### src/rtl/core/lfr_pkg.sv
// Shared types and constants for the letter frequency ranker.
package lfr_pkg;

    localparam int ALPHABET_SIZE = 26;
    localparam int COUNT_WIDTH   = 16;
    localparam int BIN_W         = $clog2(ALPHABET_SIZE);
    localparam int NCAND_W       = $clog2(ALPHABET_SIZE + 1);
    localparam int LETTER_W      = 7;
    localparam int COUNT_OUT_W   = 16;
    localparam int CHAR_W        = 8;
    localparam int OUT_DATA_W    = 24;
    localparam int QUEUE_DEPTH   = 4;
    localparam int QPTR_W        = $clog2(QUEUE_DEPTH);
    localparam int QCNT_W        = $clog2(QUEUE_DEPTH + 1);

    localparam logic [COUNT_WIDTH-1:0] COUNT_MAX = {COUNT_WIDTH{1'b1}};
    localparam logic [BIN_W-1:0] LAST_BIN = BIN_W'(ALPHABET_SIZE - 1);

    localparam logic [CHAR_W-1:0] CHAR_LOWER_A = 8'h61;
    localparam logic [CHAR_W-1:0] CHAR_UPPER_A = 8'h41;

    // Input kind codes carried on tuser.
    localparam logic KIND_CHAR   = 1'b0;
    localparam logic KIND_FINISH = 1'b1;

    // Command passed from the front end to the back end through the queue.
    typedef struct packed {
        logic             finish;
        logic [BIN_W-1:0] bin;
    } cmd_t;

endpackage

### src/rtl/core/lfr_front.sv
// Front end: accepts input transactions and turns letters and finishes into commands.
module lfr_front
(
    input  logic                           s_axis_tvalid,
    output logic                           s_axis_tready,
    input  logic [lfr_pkg::CHAR_W-1:0]     s_axis_tdata,
    input  logic [0:0]                     s_axis_tuser,
    input  logic                           queue_full,
    output logic                           push,
    output lfr_pkg::cmd_t                  push_cmd
);

    logic                        is_lower;
    logic                        is_upper;
    logic [lfr_pkg::CHAR_W-1:0]  lower_off;
    logic [lfr_pkg::CHAR_W-1:0]  upper_off;
    logic                        is_finish;

    assign lower_off = s_axis_tdata - lfr_pkg::CHAR_LOWER_A;
    assign upper_off = s_axis_tdata - lfr_pkg::CHAR_UPPER_A;
    // The wrapped difference is below the alphabet size only for letters.
    assign is_lower  = lower_off < lfr_pkg::CHAR_W'(lfr_pkg::ALPHABET_SIZE);
    assign is_upper  = upper_off < lfr_pkg::CHAR_W'(lfr_pkg::ALPHABET_SIZE);
    assign is_finish = s_axis_tuser[0] == lfr_pkg::KIND_FINISH;

    assign s_axis_tready = !queue_full;

    always_comb
    begin
        push_cmd.finish = is_finish;
        push_cmd.bin    = is_lower ? lower_off[lfr_pkg::BIN_W-1:0]
                                   : upper_off[lfr_pkg::BIN_W-1:0];
        // Bytes that are not letters are dropped here.
        push = s_axis_tvalid && s_axis_tready && (is_finish || is_lower || is_upper);
    end

endmodule

### src/rtl/core/lfr_queue.sv
// Short command queue between the front end and the back end.
module lfr_queue
(
    input  logic          clk,
    input  logic          rst_n,
    input  logic          push,
    input  lfr_pkg::cmd_t push_cmd,
    input  logic          pop,
    output logic          full,
    output logic          not_empty,
    output lfr_pkg::cmd_t head_cmd
);

    lfr_pkg::cmd_t                 mem_reg [lfr_pkg::QUEUE_DEPTH];
    logic [lfr_pkg::QPTR_W-1:0]    wr_ptr_reg;
    logic [lfr_pkg::QPTR_W-1:0]    rd_ptr_reg;
    logic [lfr_pkg::QCNT_W-1:0]    fill_reg;
    logic [lfr_pkg::QCNT_W-1:0]    fill_next;
    logic                          do_pop;

    assign full      = fill_reg == lfr_pkg::QCNT_W'(lfr_pkg::QUEUE_DEPTH);
    assign not_empty = fill_reg != '0;
    assign head_cmd  = mem_reg[rd_ptr_reg];
    assign do_pop    = pop && not_empty;

    always_comb
    begin
        fill_next = fill_reg;
        if (push && !do_pop)
        begin
            fill_next = fill_reg + 1'b1;
        end
        else if (do_pop && !push)
        begin
            fill_next = fill_reg - 1'b1;
        end
    end

    always_ff @(posedge clk)
    begin
        if (push)
        begin
            mem_reg[wr_ptr_reg] <= push_cmd;
        end
    end

    always_ff @(posedge clk or negedge rst_n)
    begin
        if (!rst_n)
        begin
            wr_ptr_reg <= '0;
            rd_ptr_reg <= '0;
            fill_reg   <= '0;
        end
        else
        begin
            if (push)
            begin
                wr_ptr_reg <= wr_ptr_reg + 1'b1;
            end
            if (do_pop)
            begin
                rd_ptr_reg <= rd_ptr_reg + 1'b1;
            end
            fill_reg <= fill_next;
        end
    end

endmodule

### src/rtl/core/lfr_back.sv
// Back end: letter bins, ranking scan and the output register.
module lfr_back
(
    input  logic                               clk,
    input  logic                               rst_n,
    input  logic                               cmd_valid,
    input  lfr_pkg::cmd_t                      cmd,
    output logic                               cmd_pop,
    output logic                               out_valid,
    input  logic                               out_ready,
    output logic [lfr_pkg::LETTER_W-1:0]       out_letter,
    output logic [lfr_pkg::COUNT_OUT_W-1:0]    out_count,
    output logic                               out_last
);

    typedef enum logic [1:0] {
        ST_IDLE,
        ST_SCAN,
        ST_EMIT
    } state_t;

    state_t                              state_reg;
    logic [lfr_pkg::COUNT_WIDTH-1:0]     counts_reg [lfr_pkg::ALPHABET_SIZE];
    logic [lfr_pkg::ALPHABET_SIZE-1:0]   taken_reg;
    logic [lfr_pkg::BIN_W-1:0]           scan_idx_reg;
    logic [lfr_pkg::BIN_W-1:0]           best_idx_reg;
    logic [lfr_pkg::COUNT_WIDTH-1:0]     best_cnt_reg;
    logic                                found_reg;
    logic [lfr_pkg::NCAND_W-1:0]         ncand_reg;
    logic                                out_valid_reg;
    logic [lfr_pkg::LETTER_W-1:0]        out_letter_reg;
    logic [lfr_pkg::COUNT_OUT_W-1:0]     out_count_reg;
    logic                                out_last_reg;

    logic [lfr_pkg::COUNT_WIDTH-1:0]     cur_cnt;
    logic                                cand;
    logic                                better;
    logic                                out_free;
    logic                                final_pick;

    assign cur_cnt    = counts_reg[scan_idx_reg];
    assign cand       = !taken_reg[scan_idx_reg] && (cur_cnt != '0);
    // A strict compare keeps the lowest letter on equal counts.
    assign better     = cand && (!found_reg || (cur_cnt > best_cnt_reg));
    assign out_free   = !out_valid_reg || out_ready;
    assign final_pick = ncand_reg == lfr_pkg::NCAND_W'(1);
    assign cmd_pop    = (state_reg == ST_IDLE) && cmd_valid;

    assign out_valid  = out_valid_reg;
    assign out_letter = out_letter_reg;
    assign out_count  = out_count_reg;
    assign out_last   = out_last_reg;

    always_ff @(posedge clk or negedge rst_n)
    begin
        if (!rst_n)
        begin
            state_reg      <= ST_IDLE;
            for (int i = 0; i < lfr_pkg::ALPHABET_SIZE; i++)
            begin
                counts_reg[i] <= '0;
            end
            taken_reg      <= '0;
            scan_idx_reg   <= '0;
            best_idx_reg   <= '0;
            best_cnt_reg   <= '0;
            found_reg      <= 1'b0;
            ncand_reg      <= '0;
            out_valid_reg  <= 1'b0;
            out_letter_reg <= '0;
            out_count_reg  <= '0;
            out_last_reg   <= 1'b0;
        end
        else
        begin
            // In the emit state the load below handles the taken entry.
            if (out_valid_reg && out_ready && (state_reg != ST_EMIT))
            begin
                out_valid_reg <= 1'b0;
            end

            case (state_reg)
                ST_IDLE:
                begin
                    if (cmd_valid)
                    begin
                        if (cmd.finish)
                        begin
                            state_reg    <= ST_SCAN;
                            scan_idx_reg <= '0;
                            found_reg    <= 1'b0;
                            ncand_reg    <= '0;
                        end
                        else if (counts_reg[cmd.bin] != lfr_pkg::COUNT_MAX)
                        begin
                            counts_reg[cmd.bin] <= counts_reg[cmd.bin] + 1'b1;
                        end
                    end
                end

                ST_SCAN:
                begin
                    if (better)
                    begin
                        best_idx_reg <= scan_idx_reg;
                        best_cnt_reg <= cur_cnt;
                        found_reg    <= 1'b1;
                    end
                    if (cand)
                    begin
                        ncand_reg <= ncand_reg + 1'b1;
                    end
                    if (scan_idx_reg == lfr_pkg::LAST_BIN)
                    begin
                        if (found_reg || better)
                        begin
                            state_reg <= ST_EMIT;
                        end
                        else
                        begin
                            // Nothing counted: the bins are already zero.
                            taken_reg <= '0;
                            state_reg <= ST_IDLE;
                        end
                    end
                    else
                    begin
                        scan_idx_reg <= scan_idx_reg + 1'b1;
                    end
                end

                ST_EMIT:
                begin
                    if (out_free)
                    begin
                        out_valid_reg  <= 1'b1;
                        out_letter_reg <= lfr_pkg::LETTER_W'(lfr_pkg::CHAR_UPPER_A)
                                          + lfr_pkg::LETTER_W'(best_idx_reg);
                        out_count_reg  <= lfr_pkg::COUNT_OUT_W'(best_cnt_reg);
                        out_last_reg   <= final_pick;
                        if (final_pick)
                        begin
                            for (int i = 0; i < lfr_pkg::ALPHABET_SIZE; i++)
                            begin
                                counts_reg[i] <= '0;
                            end
                            taken_reg <= '0;
                            state_reg <= ST_IDLE;
                        end
                        else
                        begin
                            taken_reg[best_idx_reg] <= 1'b1;
                            scan_idx_reg            <= '0;
                            found_reg               <= 1'b0;
                            ncand_reg               <= '0;
                            state_reg               <= ST_SCAN;
                        end
                    end
                end

                default:
                begin
                    state_reg <= ST_IDLE;
                end
            endcase
        end
    end

endmodule

### src/rtl/core/letter_frequency_ranker_top.sv
// Top level of the letter frequency ranker.
//
// Input channel s_axis: tuser[0] is the kind (0 = character byte, 1 = finish),
// tdata[7:0] is the byte. Letters are counted without regard to case in 26
// bins of 16 bits that saturate; other bytes are dropped at the front end.
// Output channel m_axis: tdata[6:0] is the uppercase letter, tdata[22:7] its
// count, tlast marks the final entry of a ranking. Entries come out by count
// descending, equal counts by letter ascending; a finish with no letters
// counted gives no output. The bins are cleared after each finish.
// Character bytes are taken one per cycle while the queue has room; a
// four-entry command queue lets input continue while a ranking is being
// produced. Each ranking entry takes one scan over the bins followed by a
// load of the output register; a finish with no letter counted takes a
// single scan over the bins and gives no output.
// Reset clears the bins, the queue and the output register. When the
// receiver stalls, the entry waits in the output register and the next entry
// is held in the back end until it is taken; once the queue fills, tready drops.
module letter_frequency_ranker_top
(
    input  logic                               clk,
    input  logic                               rst_n,
    input  logic                               s_axis_tvalid,
    output logic                               s_axis_tready,
    input  logic [lfr_pkg::CHAR_W-1:0]         s_axis_tdata,  // [7:0] char_code
    input  logic [0:0]                         s_axis_tuser,  // [0] kind
    output logic                               m_axis_tvalid,
    input  logic                               m_axis_tready,
    output logic [lfr_pkg::OUT_DATA_W-1:0]     m_axis_tdata,  // [6:0] letter, [22:7] count
    output logic                               m_axis_tlast
);

    logic                                push;
    lfr_pkg::cmd_t                       push_cmd;
    logic                                pop;
    logic                                queue_full;
    logic                                queue_not_empty;
    lfr_pkg::cmd_t                       head_cmd;
    logic [lfr_pkg::LETTER_W-1:0]        out_letter;
    logic [lfr_pkg::COUNT_OUT_W-1:0]     out_count;

    lfr_front u_front
    (
        .s_axis_tvalid (s_axis_tvalid),
        .s_axis_tready (s_axis_tready),
        .s_axis_tdata  (s_axis_tdata),
        .s_axis_tuser  (s_axis_tuser),
        .queue_full    (queue_full),
        .push          (push),
        .push_cmd      (push_cmd)
    );

    lfr_queue u_queue
    (
        .clk       (clk),
        .rst_n     (rst_n),
        .push      (push),
        .push_cmd  (push_cmd),
        .pop       (pop),
        .full      (queue_full),
        .not_empty (queue_not_empty),
        .head_cmd  (head_cmd)
    );

    lfr_back u_back
    (
        .clk        (clk),
        .rst_n      (rst_n),
        .cmd_valid  (queue_not_empty),
        .cmd        (head_cmd),
        .cmd_pop    (pop),
        .out_valid  (m_axis_tvalid),
        .out_ready  (m_axis_tready),
        .out_letter (out_letter),
        .out_count  (out_count),
        .out_last   (m_axis_tlast)
    );

    assign m_axis_tdata = {1'b0, out_count, out_letter};

endmodule

### config.mk
export PLATFORM = sky130hd
export DESIGN_NAME = letter_frequency_ranker_top
export DESIGN_NICKNAME = d
export VERILOG_FILES = /design/src/rtl/core/lfr_pkg.sv /design/src/rtl/core/lfr_front.sv /design/src/rtl/core/lfr_queue.sv /design/src/rtl/core/lfr_back.sv /design/src/rtl/core/letter_frequency_ranker_top.sv
export SDC_FILE = /design/constraint.sdc
export NUM_CORES = 1
export LEC_CHECK = 0
export BUFFER_PORTS_ARGS = -buffer_cell sky130_fd_sc_hd__buf_2
export CAP_MARGIN = 20
export CELL_PAD_IN_SITES_DETAIL_PLACEMENT = 2
export CELL_PAD_IN_SITES_GLOBAL_PLACEMENT = 2
export CORE_ASPECT_RATIO = 0.8
export CORE_MARGIN = 5
export CORE_UTILIZATION = 44
export CTS_CLUSTER_DIAMETER = 120
export DETAILED_ROUTE_END_ITERATION = 6
export GPL_TIMING_DRIVEN = 0
export PLACE_DENSITY_LB_ADDON = 0.08
export SYNTH_ARGS = -nofsm -noshare
export SYNTH_HDL_FRONTEND = slang
export SYNTH_SLANG_ARGS = --single-unit
### constraint.sdc
create_clock -name clk -period 6.8 [get_ports clk]
set_input_delay 0.34 -clock clk [delete_from_list [all_inputs] [get_ports clk]]
set_output_delay 0.34 -clock clk [all_outputs]
set_load 0.01 [all_outputs]
# --- Word level (Yosys, flattened, before mapping) ---
# Memories as Yosys holds them, arrays and structs flattened.
# Cells that the tools add are included.
totals:
  n_memories: 1
  reg_bits: 508
  word_cells: 173
  rom_bits: 0
  mem_bits_rw: 24
  latch_bits: 0
  input_bits: 13
mem_list:
  columns: ["memory", "depth", "width", "read_ports", "rd_ports_with_merged_regs", "write_ports", "line_no", "source"]
  rows:
  - ["u_queue.mem_reg", 4, 6, 1, 0, 1, "lfr_queue.sv:14", "lfr_pkg::cmd_t mem_reg [lfr_pkg::QUEUE_DEPTH];"]
classes:
  bitwise_logic: 3
  reduce_logical: 38
  shift: 0
  n_eq_ne: 19
  div: 0
  mux: 53
  n_lt_le_gt_ge: 9
  mul: 0
  n_addsub: 10
op_table:
  columns: ["cell", "n"]
  rows:
  - ["416-bit two-way mux", 5]
  - ["416-bit case mux with 2 select lines", 1]
  - ["416-bit bitwise mux", 1]
  - ["16-bit binary-select mux with 5-bit select", 2]
  - ["26-bit two-way mux", 4]
  - ["16-bit demux with 5-bit select", 1]
  - ["16-bit two-way mux", 5]
  - ["26-bit case mux with 2 select lines", 1]
  - ["5-bit two-way mux", 7]
  - ["5-bit case mux with 3 select lines", 2]
  - ["26-bit bitwise OR", 1]
  - ["6-bit AND reduction", 4]
  - ["16-bit by 1-bit adder with 16-bit output, second input constant", 1]
  - ["16-bit > comparator", 1]
  - ["8-bit by 5-bit less-than comparator with 1-bit output, second input constant", 2]
  - ["16-bit inequality test, second input constant", 1]
  - ["16-bit nonzero test", 1]
  - ["8-bit by 7-bit subtractor with 8-bit output, second input constant", 2]
  - ["2-bit inequality test, second input constant", 7]
  - ["1-bit two-way mux", 13]
  - ["6-bit >= comparator, second input constant", 2]
  - ["1-bit logical AND", 12]
  - ["5-bit by 6-bit less-than comparator with 1-bit output, second input constant", 2]
  - ["2-bit by 1-bit inequality test with 1-bit output, second input constant", 6]
  - ["26 further kinds", 48]

# --- Depth between registers and ports, before layout ---
depth:
  depth_word: 11
  mapped_depth: 23

# --- Modules after synthesis ---
# Synthesis repeated with hierarchy kept, for this count alone.
hier_totals:
  cells_unflattened: 2244
  area_unflattened_um2: 28468.6
by_module_without_submodules:
  columns: ["module", "cells_per_inst", "seq_area_each_um2", "n_inst", "area_each_um2"]
  rows:
  - ["lfr_back", 2144, 12537.0, 1, 26957.1]
  - ["lfr_queue", 66, 895.9, 1, 1281.2]
  - ["lfr_front", 32, 0.0, 1, 219.0]
  - ["letter_frequency_ranker_top", 2, 0.0, 1, 11.3]

# --- Least setup slack after synthesis ---
# Ideal clock, no wire load.
synth_path:
  kind: "flip-flop to flip-flop"
  from: "register u_back.scan_idx_reg[0] (netlist name)"
  to: "register u_back.best_cnt_reg[13] (netlist name)"
  path_stages_with_launch: 20
  path_buffers: 5
  setup_slack_ns: 2.074
  arrival_time_ns: 4.601
  path_cell_list: "dfrtp_1 -> buf_4 -> buf_2 -> buf_2 -> buf_2 -> mux2_2 -> a221oi_1 -> o211ai_1 -> and2_1 -> ha_1 -> a21o_1 -> a21o_1 -> a21o_1 -> a21o_1 -> a21oi_1 -> o21ai_0 -> or2_2 -> o211ai_1 -> buf_2 -> mux2_2"
synth_via:
  elab_chain_len: 8
  elab_cells_between_ends: 13
  classes_between: "1 x order compare; 5 x mux; 1 x bitwise; 6 x reduce/logical"
synth_rtl:
  columns: ["item", "line_no", "source"]
  rows:
  - ["start, declared", "lfr_back.sv:25", "logic [lfr_pkg::BIN_W-1:0] scan_idx_reg;"]
  - ["start signal, assigned", "lfr_back.sv:128", "scan_idx_reg <= scan_idx_reg + 1'b1;"]
  - ["5-bit inverter with 6-bit output (not written as such) (*)", "lfr_back.sv:41", "assign cur_cnt = counts_reg[scan_idx_reg];"]
  - ["16-bit binary-select mux with 5-bit select (*)", "lfr_back.sv:41", null]
  - ["16-bit two-way mux (not written as such) (*) (2 in series)", "lfr_back.sv:41", null]
  - ["via u_back.cur_cnt, one bit", "lfr_back.sv:35", "logic [lfr_pkg::COUNT_WIDTH-1:0] cur_cnt;"]
  - ["16-bit > comparator / 16-bit nonzero test (equally long branches)", "lfr_back.sv:44, lfr_back.sv:42", null]
  - ["1-bit logical OR / 1-bit logical AND (equally long branches)", "lfr_back.sv:44, lfr_back.sv:42", null]
  - ["1-bit logical AND (*)", "lfr_back.sv:44", "assign better = cand && (!found_reg || (cur_cnt > best_cnt_reg));"]
  - ["2-bit AND reduction (no source line) (*)", null, null]
  - ["end signal, assigned", "lfr_back.sv:106", "best_cnt_reg <= cur_cnt;"]
  - ["end, declared", "lfr_back.sv:27", "logic [lfr_pkg::COUNT_WIDTH-1:0] best_cnt_reg;"]
# The timed path passes the listed nets; every way through them passes the cells marked *. The select of a mux whose other input is x is not followed.
# A chain may end at the register's enable or synchronous reset.

# --- Worst setup path after layout ---
layout_path:
  from: "register u_queue.rd_ptr_reg[1] (netlist name)"
  to: "register u_back.counts_reg[232] (netlist name)"
layout_via:
  elab_chain_len: 11
  elab_cells_between_ends: 20
  classes_between: "1 x add/sub; 2 x order compare; 3 x eq/ne; 10 x mux; 1 x bitwise; 2 x reduce/logical; 1 x memory"
layout_rtl:
  columns: ["item", "line_no", "source"]
  rows:
  - ["start, declared", "lfr_queue.sv:16", "logic [lfr_pkg::QPTR_W-1:0] rd_ptr_reg;"]
  - ["start signal, assigned", "lfr_queue.sv:63", "rd_ptr_reg <= rd_ptr_reg + 1'b1;"]
  - ["memory 4 x 6 bit (*)", null, null]
  - ["5-bit inverter with 6-bit output (not written as such)", "lfr_back.sv:94, lfr_back.sv:96", null]
  - ["16-bit binary-select mux with 5-bit select, or another cell as far along", "lfr_back.sv:94, lfr_back.sv:96", null]
  - ["16-bit two-way mux (not written as such) / 1-bit logical AND (equally long branches)", "lfr_back.sv:94, lfr_back.sv:96", null]
  - ["16-bit two-way mux, on equally long branches", "lfr_back.sv:94, lfr_back.sv:96", null]
  - ["16-bit by 1-bit adder with 16-bit output / 16-bit demux with 5-bit select (equally long branches)", "lfr_back.sv:96", "counts_reg[cmd.bin] <= counts_reg[cmd.bin] + 1'b1;"]
  - ["416-bit bitwise mux", "lfr_back.sv:96", null]
  - ["416-bit two-way mux", "lfr_back.sv:94", "else if (counts_reg[cmd.bin] != lfr_pkg::COUNT_MAX)"]
  - ["416-bit two-way mux", "lfr_back.sv:87", "if (cmd.finish)"]
  - ["416-bit two-way mux", "lfr_back.sv:85", "if (cmd_valid)"]
  - ["416-bit case mux with 2 select lines", "lfr_back.sv:82", "case (state_reg)"]
  - ["end signal, assigned by index", "lfr_back.sv:96", null]
  - ["end, declared", "lfr_back.sv:23", "logic [lfr_pkg::COUNT_WIDTH-1:0] counts_reg [lfr_pkg::ALPHABET_SIZE];"]
# Every way passes the cells marked *; elsewhere a longest branch is shown, timed or not. The select of a mux whose other input is x is not followed.

==> impl_results.md <==
* Layout cell share with drive strength beyond 1 at approximately 17%
* Port Buffer Count at 38
* Clk_skew at around 0.034 ns
* CP arrival at 7.33 ns
* Die W at about 300 microns
* Leakage at 14.27 nW
* 1st-pass router iterations at 5
* CP peak stage delay at 0.77 ns
* # IOs at 40
* WP data required at ~7.3 ns
* Initial Util at approximately 44%
* DRC violations left at 0
* Grt ovf at 0
* Post-place setup slack at -0.9451 ns
* Slew margin rel. at 11.06%
* Sequential element share of the synthesized area at approximately 44%
* Final ANT Viol Nets at 0
* Netlist area before placement at ~0.030 sq mm
* Worst path most repeated cell: buf_2
* CTS clk-pin slew, worst paths at around 0.070 ns
* Synth-to-layout area growth at 12.53%
* Final slew viol count at 0
* 1st-iter DRT viols at between 3,000 and 4,000
* Failing checks: negative setup slack
* Launch point of the critical path: u_queue.rd_ptr_reg[1]
* CTS Buf Count at 57
* Max frequency at between 100 and 150 MHz
* Most frequent cells in the layout: dfrtp_1, mux2i_1, o2bb2ai_1
* Final Hold Viols at 0
* Worst setup EP type: register
* Via count at around 27,000
* Worst-Margin Slew at 1.334 ns
* Vias in the first global route at 28,750
* PwrDens at between 500 and 600 mW/mm^2
* Avg Inst Size Synth at 11.39 sq um
* Routed WL at ~150,000 microns
* Gate Count Post-Synth at 2,669
* Synthesized net count at approximately 2,700
* RSZ-0062 raised after global routing: false
* Max cap viols at 0
* Largest net degree at the start of global routing at between 100 and 150
* CORE AREA at roughly 0.07 sq mm
* Final Critical Period at approximately 6.8 ns
* Max FFs per register at 416
* H-tree levels at 2
* HP Start: s_axis_tdata[0]
* Syn. warnings at 0
* Worst hold slack at approximately 0.083 ns
* Initial antenna violation count at 3
* Drt wl/cell at 41.10 microns
* Commonest non-fill, non-tap cell in the layout: dfrtp_1
* Critical Path Source Type: register
* First-pass GRT wire length at 219,500 microns
* Post-route worst setup slack at -0.04600 ns
* HPWL Detailed at 116,100 microns
* # setup viols final at 10
* Layout fillers at approximately 7,000
* DR vias/cell at between 7 and 8
* Asr flop ratio synth at roughly 95%
* Hold Crit Class: in2reg
* Crit-path max FO at 10
* Critical path class: reg2reg
* Number of nets in the layout at about 2,800
* Synthesis-stage register bit count at around 530
* Later-pin clock latency in the skew report at roughly 0.66 ns
* Overall Global Routing Usage at between 40% and 50%
* Slowest CP cell: clkbuf_1
* Die Y at approximately 250 microns
* VDD IR max at ~0.26 mV
* CP Cell Sequence: buf_4, mux2i_1, mux2_2, buf_2, buf_2, buf_2, buf_2, mux2i_1, o22ai_1, nor4_4, ha_1, o211ai_1, nor4_1, nand4_1, buf_2, o21a_1, nor2_1, clkbuf_1, o31ai_1
* Top_reg_cell synth: dfrtp_1
* FP Rows at between 80 and 90
* R2R Path Start: u_queue.rd_ptr_reg[1]
* Final worst path period share at 100.7%
* Netlist cell types at 73
* Num Clock Sinks at roughly 530
* RePlAce Congestion at around 1
* CTS tree: built
* Die Area at roughly 0.074 sq mm
* Bufs on Longest Clock Path at 3
* CTS Root Buffer Type: clkbuf_16
* Number of flops mapped to enable cells by yosys at 24
* Outcome: complete, but fails checks
[where the power goes]
group          total, mW  internal, mW  switching [mW]
clock network       3.40          1.94            1.46
logic               10.4          3.23            7.19
registers           4.72          3.97           0.752
[cell families (layout without fill, tap and decap cells)]
family                     after synthesis  in the layout  share of synthesized area [%]
AOI/OAI and AO/OA                      736            736                          19.09
buffers and inverters                  292            456                          4.972
and+or+nand+nor                        577            577                          9.871
adders and majority gates               32             32                          1.342
other                                    1              2                        0.01234
xor gates and xnor gates                23             23                         0.7368
muxes                                  476            476                          19.79
DFF                                    532            532                          44.19
[synth_stat cells, drive strengths merged (3+ instances only)]
| library cell | n | share of area, % |
|---|---|---|
| or3 | 35 | 0.72 |
| a22o | 83 | 2.4 |
| clkbuf | 98 | 1.2 |
| o21a | 28 | 0.69 |
| nor2b | 7 | 0.14 |
| and4 | 3 | 0.086 |
| a32o | 34 | 1.1 |
| nor2 | 178 | 2.2 |
| or2 | 8 | 0.16 |
| o32ai | 15 | 0.43 |
| and2 | 20 | 0.41 |
| nor3b | 4 | 0.099 |
| nand2b | 10 | 0.21 |
| a32oi | 3 | 0.086 |
| and3b | 3 | 0.086 |
| mux4 | 96 | 7.1 |
| xnor2 | 12 | 0.42 |
| o21ai | 72 | 1.2 |
| a211o | 3 | 0.086 |
| a22oi | 5 | 0.12 |
| a31oi | 26 | 0.54 |
| xor2 | 11 | 0.32 |
| ha | 31 | 1.3 |
| edfxtp | 24 | 2.4 |
| dfrtp | 508 | 42 |
| nor4 | 26 | 1.3 |
| o211ai | 34 | 0.84 |
| a21o | 5 | 0.12 |
| mux2i | 341 | 11 |
| nor3 | 45 | 0.74 |
| nand2 | 162 | 2.0 |
| buf | 155 | 3.3 |
| nand4 | 11 | 0.30 |
| mux2 | 39 | 1.4 |
| nand3 | 56 | 1.1 |
| o31ai | 96 | 2.4 |
| a221oi | 8 | 0.23 |
| a21oi | 25 | 0.42 |
| inv | 39 | 0.48 |
| o41ai | 4 | 0.12 |
| o22ai | 26 | 0.54 |
| o221ai | 17 | 0.49 |
| o2bb2ai | 246 | 7.1 |
[cell type report]
type                       count  area (sq um)  area share [%]
multi-input combinational   1845         15500           45.30
sequential                   532         13430           39.27
clock buffer                  87          1730           5.059
buffer                       252          1396           4.082
tap                          924          1156           3.380
timing repair buffer          61         608.1           1.778
clock inverter                17         236.5          0.6913
inverter                      39         146.4          0.4280
antenna                        1         2.502        0.007316
[stage by stage]
stage                TNS, ns  util [%]  power [mW]  std cells  instance area [sq um]
floorplan                  0         -       10.18       2669                  30400
global placement    -2761.57     46.24       13.99       3631                  31740
detailed placement   -125.80     46.79       14.55       3649                  32120
CTS                        0     49.74       18.01       3754                  34150
global route               0     49.82       18.83       3757                  34200
finish               -0.2283     49.83       18.54       3758                  34210
[layer usage]
metal	vias up	GRT usage (%)	share of wire [%]
li1	10540	-	-
met1	14420	54.19	40
met2	1741	60.80	43
met3	431	13.17	12
met4	4	18.00	5.5
met5	-	0	0.012
[worst paths after layout]
kind | end | slack, ns | cells past startpoint
max in group asynchronous | u_back.counts_reg[158] | 4.97 | 5
max reg2reg | u_back.counts_reg[232] | -0.05 | 19
min in group asynchronous | u_queue.wr_ptr_reg[0] | 0.18 | 2
max | u_back.counts_reg[232] | -0.05 | 19
min reg2reg | u_back.out_count[14] | 0.47 | 2
min | u_queue.mem_reg[1][0] | 0.08 | 2
[repair_timing]
| action | 4_1_cts | 5_1_grt |
|---|---|---|
| hold buffers | 2 | 0 |
| buffers inserted | 0 | 1 |
| resized for setup | 13 | 20 |
| pin swaps | 0 | 1 |
| endpoints found under the hold margin | 37 | 0 |
| setup endpoints to repair | 421 | 248 |
[critical path: cells and delay by family, from the launching register on]
family          cells  cell delay (ns)
flops               1             0.37
compound gates      4             0.75
fa+ha+maj           1             0.33
simple gates        4             1.33
buf+inv             7             3.14
mux                 3             0.72
Power figures use the tool's default switching activity.
